`src/hdl/tdba_pkg.sv`:
```
// ----------------------------------------------------------------------------
// tdba_pkg
// Shared codes for the telemetry dual block averager: channel tags, record
// kinds and the channel count.
// ----------------------------------------------------------------------------
package tdba_pkg;

    // Number of tracked telemetry channels
    localparam int NUM_CH = 4;

    // Channel tag carried on the input tuser
    typedef enum logic [2:0] {
        CH_SPEED = 3'd0,
        CH_ACCEL = 3'd1,
        CH_PITCH = 3'd2,
        CH_ROLL  = 3'd3,
        CH_OTHER = 3'd4
    } t_chan;

    // Record kind carried on the output tuser
    typedef enum logic {
        REC_LOG     = 1'b0,
        REC_DISPLAY = 1'b1
    } t_rec_kind;

endpackage

```
`src/hdl/telemetry_dual_block_averager.sv`:
```
// ----------------------------------------------------------------------------
// telemetry_dual_block_averager
// Keeps the latest speed, acceleration, pitch and roll, and emits log and
// display records of their block averages.
// ----------------------------------------------------------------------------
// The block takes one tagged sample per item on the slave stream, at one item
// per clock unless a window-closing item waits for the result register. Each
// item updates the latest value of its channel (tags other than the four
// channels update nothing) and then adds all four latest values to a log and
// a display accumulator. The item that closes a log window (LOG_WINDOW items)
// yields a log record; the item that closes a display window (DISPLAY_WINDOW
// items) yields a display record, and its averages replace the latest values.
// When one item closes both, the log record leaves first and only the display
// record carries tlast. Averages truncate toward zero; acceleration is signed
// Q8.8. An item waits in the input register and is processed as it moves on,
// loading its records into the result register, from which the master stream
// presents them. The result register holds the records of one item; an item
// closing both windows presents its two records in turn, during which a
// following item that also closes a window waits in the input register, while
// items that close no window keep flowing at one per clock.
// ----------------------------------------------------------------------------
module telemetry_dual_block_averager
    import tdba_pkg::*;
#(
    parameter int LOG_WINDOW     = 2,
    parameter int DISPLAY_WINDOW = 8,
    parameter int SAMPLE_WIDTH   = 16,
    localparam int IN_DATA_W     = ((SAMPLE_WIDTH + 32 + 7) / 8) * 8,
    localparam int OUT_DATA_W    = ((32 + NUM_CH * SAMPLE_WIDTH + 7) / 8) * 8
) (
    input  logic                  i_clk,
    input  logic                  i_rst_n,
    // Slave stream
    input  logic                  s_axis_tvalid,
    output logic                  s_axis_tready,
    // tdata: sample_value [SAMPLE_WIDTH], time_stamp [32], zero pad
    input  logic [IN_DATA_W-1:0]  s_axis_tdata,
    // tuser: channel [3]
    input  logic [2:0]            s_axis_tuser,
    // Master stream
    output logic                  m_axis_tvalid,
    input  logic                  m_axis_tready,
    // tdata: record_time [32], avg_speed, avg_accel, avg_pitch, avg_roll
    //        [SAMPLE_WIDTH each], zero pad
    output logic [OUT_DATA_W-1:0] m_axis_tdata,
    // tuser: record_kind [1]
    output logic                  m_axis_tuser,
    output logic                  m_axis_tlast
);

    localparam int OUT_PAD_W  = OUT_DATA_W - 32 - NUM_CH * SAMPLE_WIDTH;
    localparam int LSUM_W     = SAMPLE_WIDTH + $clog2(LOG_WINDOW);
    localparam int DSUM_W     = SAMPLE_WIDTH + $clog2(DISPLAY_WINDOW);
    localparam int LCNT_W     = $clog2(LOG_WINDOW);
    localparam int DCNT_W     = $clog2(DISPLAY_WINDOW);

    // Input register
    logic                           r_in_valid;
    t_chan                          r_in_ch;
    logic signed [SAMPLE_WIDTH-1:0] r_in_sample;
    logic [31:0]                    r_in_time;

    // Averaging state
    logic signed [SAMPLE_WIDTH-1:0] r_latest   [NUM_CH];
    logic signed [LSUM_W-1:0]       r_log_sum  [NUM_CH];
    logic signed [DSUM_W-1:0]       r_disp_sum [NUM_CH];
    logic [LCNT_W-1:0]              r_log_cnt;
    logic [DCNT_W-1:0]              r_disp_cnt;

    // Result register
    logic                           r_log_v;
    logic                           r_disp_v;
    logic [31:0]                    r_rec_time;
    logic signed [SAMPLE_WIDTH-1:0] r_log_avg  [NUM_CH];
    logic signed [SAMPLE_WIDTH-1:0] r_disp_avg [NUM_CH];

    // Next values
    logic signed [SAMPLE_WIDTH-1:0] n_latest   [NUM_CH];
    logic signed [LSUM_W-1:0]       n_log_sum  [NUM_CH];
    logic signed [DSUM_W-1:0]       n_disp_sum [NUM_CH];
    logic signed [SAMPLE_WIDTH-1:0] n_log_avg  [NUM_CH];
    logic signed [SAMPLE_WIDTH-1:0] n_disp_avg [NUM_CH];

    logic w_log_close;
    logic w_disp_close;
    logic w_has_res;
    logic w_out_take;
    logic w_res_free;
    logic w_move;

    // Window closing and handshake control
    assign w_log_close  = (r_log_cnt == LCNT_W'(LOG_WINDOW - 1));
    assign w_disp_close = (r_disp_cnt == DCNT_W'(DISPLAY_WINDOW - 1));
    assign w_has_res    = w_log_close | w_disp_close;
    assign w_out_take   = m_axis_tvalid & m_axis_tready;
    assign w_res_free   = !(r_log_v | r_disp_v) || (w_out_take && !(r_log_v && r_disp_v));
    assign w_move       = r_in_valid && (!w_has_res || w_res_free);
    assign s_axis_tready = !r_in_valid || w_move;

    // Update, accumulate and average per channel
    generate
        for (genvar k = 0; k < NUM_CH; k++) begin : g_ch
            assign n_latest[k] = (r_in_ch == t_chan'(k)) ? r_in_sample : r_latest[k];
            assign n_log_sum[k]  = r_log_sum[k]  + LSUM_W'(n_latest[k]);
            assign n_disp_sum[k] = r_disp_sum[k] + DSUM_W'(n_latest[k]);

            tdba_avg_div #(
                .WINDOW (LOG_WINDOW),
                .SUM_W  (LSUM_W),
                .OUT_W  (SAMPLE_WIDTH)
            ) u_log_div (
                .i_sum  (n_log_sum[k]),
                .o_avg  (n_log_avg[k])
            );

            tdba_avg_div #(
                .WINDOW (DISPLAY_WINDOW),
                .SUM_W  (DSUM_W),
                .OUT_W  (SAMPLE_WIDTH)
            ) u_disp_div (
                .i_sum  (n_disp_sum[k]),
                .o_avg  (n_disp_avg[k])
            );
        end
    endgenerate

    // Hold the accepted item until it moves on
    always_ff @(posedge i_clk) begin
        if (!i_rst_n) begin
            r_in_valid <= 1'b0;
        end else if (s_axis_tready) begin
            r_in_valid <= s_axis_tvalid;
        end
        if (s_axis_tready && s_axis_tvalid) begin
            r_in_ch     <= t_chan'(s_axis_tuser);
            r_in_sample <= s_axis_tdata[SAMPLE_WIDTH-1:0];
            r_in_time   <= s_axis_tdata[SAMPLE_WIDTH +: 32];
        end
    end

    // Advance accumulators and latest values as the item moves on
    always_ff @(posedge i_clk) begin
        if (!i_rst_n) begin
            r_log_cnt  <= '0;
            r_disp_cnt <= '0;
            for (int k = 0; k < NUM_CH; k++) begin
                r_latest[k]   <= '0;
                r_log_sum[k]  <= '0;
                r_disp_sum[k] <= '0;
            end
        end else if (w_move) begin
            r_log_cnt  <= w_log_close  ? '0 : r_log_cnt + 1'b1;
            r_disp_cnt <= w_disp_close ? '0 : r_disp_cnt + 1'b1;
            for (int k = 0; k < NUM_CH; k++) begin
                r_latest[k]   <= w_disp_close ? n_disp_avg[k] : n_latest[k];
                r_log_sum[k]  <= w_log_close  ? '0 : n_log_sum[k];
                r_disp_sum[k] <= w_disp_close ? '0 : n_disp_sum[k];
            end
        end
    end

    // Load records into the result register, drop each once taken
    always_ff @(posedge i_clk) begin
        if (!i_rst_n) begin
            r_log_v  <= 1'b0;
            r_disp_v <= 1'b0;
        end else if (w_move && w_has_res) begin
            r_log_v  <= w_log_close;
            r_disp_v <= w_disp_close;
        end else if (w_out_take) begin
            if (r_log_v) begin
                r_log_v <= 1'b0;
            end else begin
                r_disp_v <= 1'b0;
            end
        end
        if (w_move && w_has_res) begin
            r_rec_time <= r_in_time;
            for (int k = 0; k < NUM_CH; k++) begin
                r_log_avg[k]  <= n_log_avg[k];
                r_disp_avg[k] <= n_disp_avg[k];
            end
        end
    end

    // Present the log record first, then the display record
    assign m_axis_tvalid = r_log_v | r_disp_v;
    assign m_axis_tuser  = r_log_v ? REC_LOG : REC_DISPLAY;
    assign m_axis_tlast  = !(r_log_v && r_disp_v);

    generate
        if (OUT_PAD_W > 0) begin : g_out_pad
            assign m_axis_tdata[OUT_DATA_W-1 -: OUT_PAD_W] = '0;
        end
    endgenerate

    assign m_axis_tdata[31:0] = r_rec_time;

    generate
        for (genvar k = 0; k < NUM_CH; k++) begin : g_out
            assign m_axis_tdata[32 + k*SAMPLE_WIDTH +: SAMPLE_WIDTH] =
                r_log_v ? r_log_avg[k] : r_disp_avg[k];
        end
    endgenerate

endmodule

```
`src/hdl/tdba_avg_div.sv`:
```
// ----------------------------------------------------------------------------
// tdba_avg_div
// Divides a signed block sum by a constant window, truncating toward zero.
// Power-of-two windows use a shift; other windows use an exact reciprocal
// multiply on the magnitude.
// ----------------------------------------------------------------------------
module tdba_avg_div #(
    parameter int WINDOW = 8,
    parameter int SUM_W  = 19,
    parameter int OUT_W  = 16
) (
    input  logic signed [SUM_W-1:0] i_sum,
    output logic signed [OUT_W-1:0] o_avg
);

    localparam int  SHIFT_L = $clog2(WINDOW);
    localparam bit  IS_POW2 = ((1 << SHIFT_L) == WINDOW);

    logic             w_neg;
    logic [SUM_W-1:0] w_mag;
    logic [SUM_W-1:0] w_quot;

    // Take the magnitude so that the quotient truncates toward zero
    assign w_neg = i_sum[SUM_W-1];
    assign w_mag = w_neg ? SUM_W'(-i_sum) : SUM_W'(i_sum);

    generate
        if (IS_POW2) begin : g_shift
            assign w_quot = w_mag >> SHIFT_L;
        end else begin : g_recip
            // ceil(2^(SUM_W+L) / WINDOW) gives an exact floor for any magnitude
            localparam logic [SUM_W:0] RECIP =
                (SUM_W+1)'(((64'd1 << (SUM_W + SHIFT_L)) + 64'(WINDOW) - 64'd1)
                           / 64'(WINDOW));
            logic [2*SUM_W:0] w_prod;
            assign w_prod = (2*SUM_W+1)'(w_mag) * (2*SUM_W+1)'(RECIP);
            assign w_quot = SUM_W'(w_prod >> (SUM_W + SHIFT_L));
        end
    endgenerate

    // Restore the sign
    assign o_avg = w_neg ? -OUT_W'(w_quot) : OUT_W'(w_quot);

endmodule
```
`config.mk`:
```
export PLATFORM = sky130hd
export DESIGN_NAME = telemetry_dual_block_averager
export DESIGN_NICKNAME = d
export VERILOG_FILES = /design/src/hdl/tdba_pkg.sv /design/src/hdl/telemetry_dual_block_averager.sv /design/src/hdl/tdba_avg_div.sv
export SDC_FILE = /design/constraint.sdc
export NUM_CORES = 1
export LEC_CHECK = 0
export BUFFER_PORTS_ARGS = -buffer_cell sky130_fd_sc_hd__buf_4
export CELL_PAD_IN_SITES_DETAIL_PLACEMENT = 1
export CELL_PAD_IN_SITES_GLOBAL_PLACEMENT = 1
export CORE_UTILIZATION = 45
export DETAILED_ROUTE_END_ITERATION = 8
export PLACE_DENSITY = 0.79
export SLEW_MARGIN = 20
export SYNTH_ARGS = -nofsm -noshare
export SYNTH_HDL_FRONTEND = slang
export SYNTH_SLANG_ARGS = --single-unit
```
`constraint.sdc`:
```
create_clock -name i_clk -period 9.54 [get_ports i_clk]
set_clock_uncertainty 0.1 [all_clocks]
set_input_delay 0.477 -clock i_clk [delete_from_list [all_inputs] [get_ports i_clk]]
set_output_delay 0.477 -clock i_clk [all_outputs]
set_load 0.03 [all_outputs]
```
==> results.sh <==
export IMPL_cts_resized_gates=0
export IMPL_crit_top_cell="xnor2_1"
export IMPL_drc_errors=0
export IMPL_synth_warnings=0
export IMPL_area_growth_pct=14.1
export IMPL_synth_main_ff_cell="edfxtp_1"
export IMPL_grt_pass1_wl_mm=144
export IMPL_die_height_um=257
export IMPL_endpoint_kind="register"
export IMPL_synthDistinctLibCells=98
export IMPL_grt_usage_pct=27.6
export IMPL_gp_congestion=0.901
export IMPL_synth_largest_area_cell="edfxtp_1"
export IMPL_ys_seq_elements=426
export IMPL_rsz0062_at_grt="false"
export IMPL_routed_wl_mm=92.6
export IMPL_cts_buffers_inserted=50
export IMPL_postCtsHoldBufs=51
export IMPL_setup_viol=0
export IMPL_io_pins=155
export IMPL_cts_max_level=2
export IMPL_setup_tns_ps=0
export IMPL_clockRootBuffer="clkbuf_16"
export IMPL_layout_nets=3268
export IMPL_critical_path_class="register to register"
export IMPL_synth_cells=2871
export IMPL_finalMaxSlewViolations=0
export IMPL_max_freq_mhz=148
export IMPL_clock_latency_ps=630
export IMPL_p_per_area_nw_per_um2=185
export IMPL_wl_per_cell_um=23.5
export IMPL_multi_input_area_sq_um=15800
export IMPL_cp_start_kind="register"
export IMPL_ys_top_cells_by_area="edfxtp_1 43%, ha_1 6.6%, xnor2_1 5.3%, mux2_2 4.9%, nor2_1 4.3%"
export IMPL_synth_common_cells="419 x edfxtp_1, 331 x nor2_1, 186 x nand2_1"
export IMPL_leakage_nw=12.9
export IMPL_port_buffers=154
export IMPL_cts_buffer_depth=3
export IMPL_grt_pass1_vias=25200
export IMPL_rows=93
export IMPL_syn_avg_cell_area_sq_um=10.2
export IMPL_synth_top_area_share_pct=43.1
export IMPL_worst_pin_slew_ps=1090
export IMPL_synth_edf_count=419
export IMPL_post_cts_buffers=0
export IMPL_post_route_period_util_pct=70.9
export IMPL_relSlewSlack_pct=26.1
export IMPL_antenna_left=0
export IMPL_crit_arrival_ps=7020
export IMPL_whs_ps=59.9
export IMPL_dpl_cell_count=3802
export IMPL_crit_family="simple AND/OR/NAND/NOR gates"
export IMPL_dp_hpwl_mm=64.6
export IMPL_path_max_fanout=16
export IMPL_cts_tree="yes"
export IMPL_yosysMostFrequentCell="edfxtp_1"
export IMPL_final_cells=3944
export IMPL_seqCellArea_sq_um=12700
export IMPL_cts_sinks=426
export IMPL_final_util_pct=51.9
export IMPL_finalHoldViolations=0
export IMPL_vias=23900
export IMPL_cp_slowest_cell="nor3b_4"
export IMPL_final_min_clock_period_ps=6760
export IMPL_path_cells="nor3b_4, mux2_2, ha_1, fa_1, a21o_1, a21o_1, a21oi_1, o21ai_1, mux2i_2, or2_1, nor2_1, xnor2_1, ha_1, inv_1, a2111oi_2, and3_1, xnor2_1, nand2_1, xnor2_1"
export IMPL_synth_area_sq_um=29200
export IMPL_grt_ovfl_total=0
export IMPL_cpPeakStageDelay_ps=910
export IMPL_die_area_sq_um=65900
export IMPL_min_path_type="primary input to register"
export IMPL_outcome="finished, final reports clean"
export IMPL_core_sq_um=64200
export IMPL_final_layout_size_suffix_gt1_share_pct=14.3
export IMPL_antenna_found_initial=6
export IMPL_post_drt_via_cell_ratio=6.06
export IMPL_grt_max_degree=171
export IMPL_crit_buf_inv=1
export IMPL_syn_nets=3089
export IMPL_start_util_pct=45.4
export IMPL_ys_async_sr_fraction_pct=0
export IMPL_ir_worst_vdd_v=0.000200
export IMPL_worstPathRequired_ps=9800
export IMPL_drtIter0Drc=1692
export IMPL_firstDrtPassIters=5
export IMPL_ys_seq_area_share_pct=43.6
export IMPL_die_w_um=257
export IMPL_nFillCells=7059
export IMPL_clk_pin_slew_ps=60
export IMPL_drv_cap=0
-- registers in the layout, indices dropped and copies added (netlist names), 3 cells and up --
signal	flops
r_disp_sum	76
r_log_avg	64
r_in_sample	16
r_in_time	32
r_log_sum	68
r_disp_avg	64
r_rec_time	32
r_latest	64
r_disp_cnt	3
r_in_ch	3
-- layout make-up --
type	instances	share of cell area, %
antenna	2	0.0150
timing repair buffer	226	5.52
tap	855	3.21
sequential	426	38.2
clock inverter	31	0.729
clock buffer	58	3.85
multi-input combinational	2253	47.4
inverter	93	1.05
-- metal layers --
| layer | share of wire, % | track usage, % | routed length [um] | vias to the layer above |
|---|---|---|---|---|
| li1 | - | - | - | 11000 |
| met1 | 42 | 34.2 | 38800 | 12100 |
| met2 | 49 | 48.3 | 45800 | 600 |
| met3 | 4.9 | 3.82 | 4490 | 179 |
| met4 | 3.8 | 10.5 | 3520 | 4 |
| met5 | 0.030 | 0 | 28 | - |
-- worst paths after layout --
kind	start	to	slack, ps	depth (start not counted)
min	s_axis_tvalid	r_in_valid	60	3
max reg2reg	r_in_ch[2]	r_log_avg[1][12]	2780	19
max	r_in_ch[2]	r_log_avg[1][12]	2780	19
min reg2reg	r_in_time[31]	r_rec_time[31]	310	0
-- cells by family after synthesis --
kind of cell / count (synthesis) / share of synthesized area (%)
DFF: 426 / 43.6
adders and majority gates: 163 / 7.19
muxes: 158 / 5.99
xor gates and xnor gates: 287 / 8.66
and+or+nand+nor: 1030 / 17.8
AOI/OAI and AO/OA: 615 / 14.3
buffers and inverters: 192 / 2.49
-- through the flow --
step,cell area (sq um),setup WS (ps),power [mW]
floorplan,29200,3280,3.71
global placement,31300,3150,4.16
detailed placement,31300,2940,4.25
CTS,33300,2910,6.14
global route,33300,2450,6.41
finish,33300,2780,6.15
-- worst min-delay path, delay by kind of cell --
family	cells	cell delay, ps
buf+inv	2	140
compound gates	1	120
-- power breakdown --
group          total [mW]  leakage [nW]  switching [mW]  internal, mW
Combinational        2.00          7.92            1.29         0.702
Sequential           2.29          4.23          0.0563          2.23
Clock                1.87         0.755           0.830          1.04
Total                6.15          12.9            2.18          3.97
-- placed cells by master (no fill, tap or decap), types with 58 or more instances in the layout --
master / instances
a21o_1: 58
nand3_1: 68
edfxtp_1: 419
mux2_2: 128
nor2_1: 329
xor2_1: 107
nand2_1: 183
ha_1: 154
xnor2_1: 178
a21oi_1: 167
o21ai_0: 102
buf_4: 173
inv_1: 91
nor3_1: 100
Note: power is estimated with default switching activity, not from simulation.
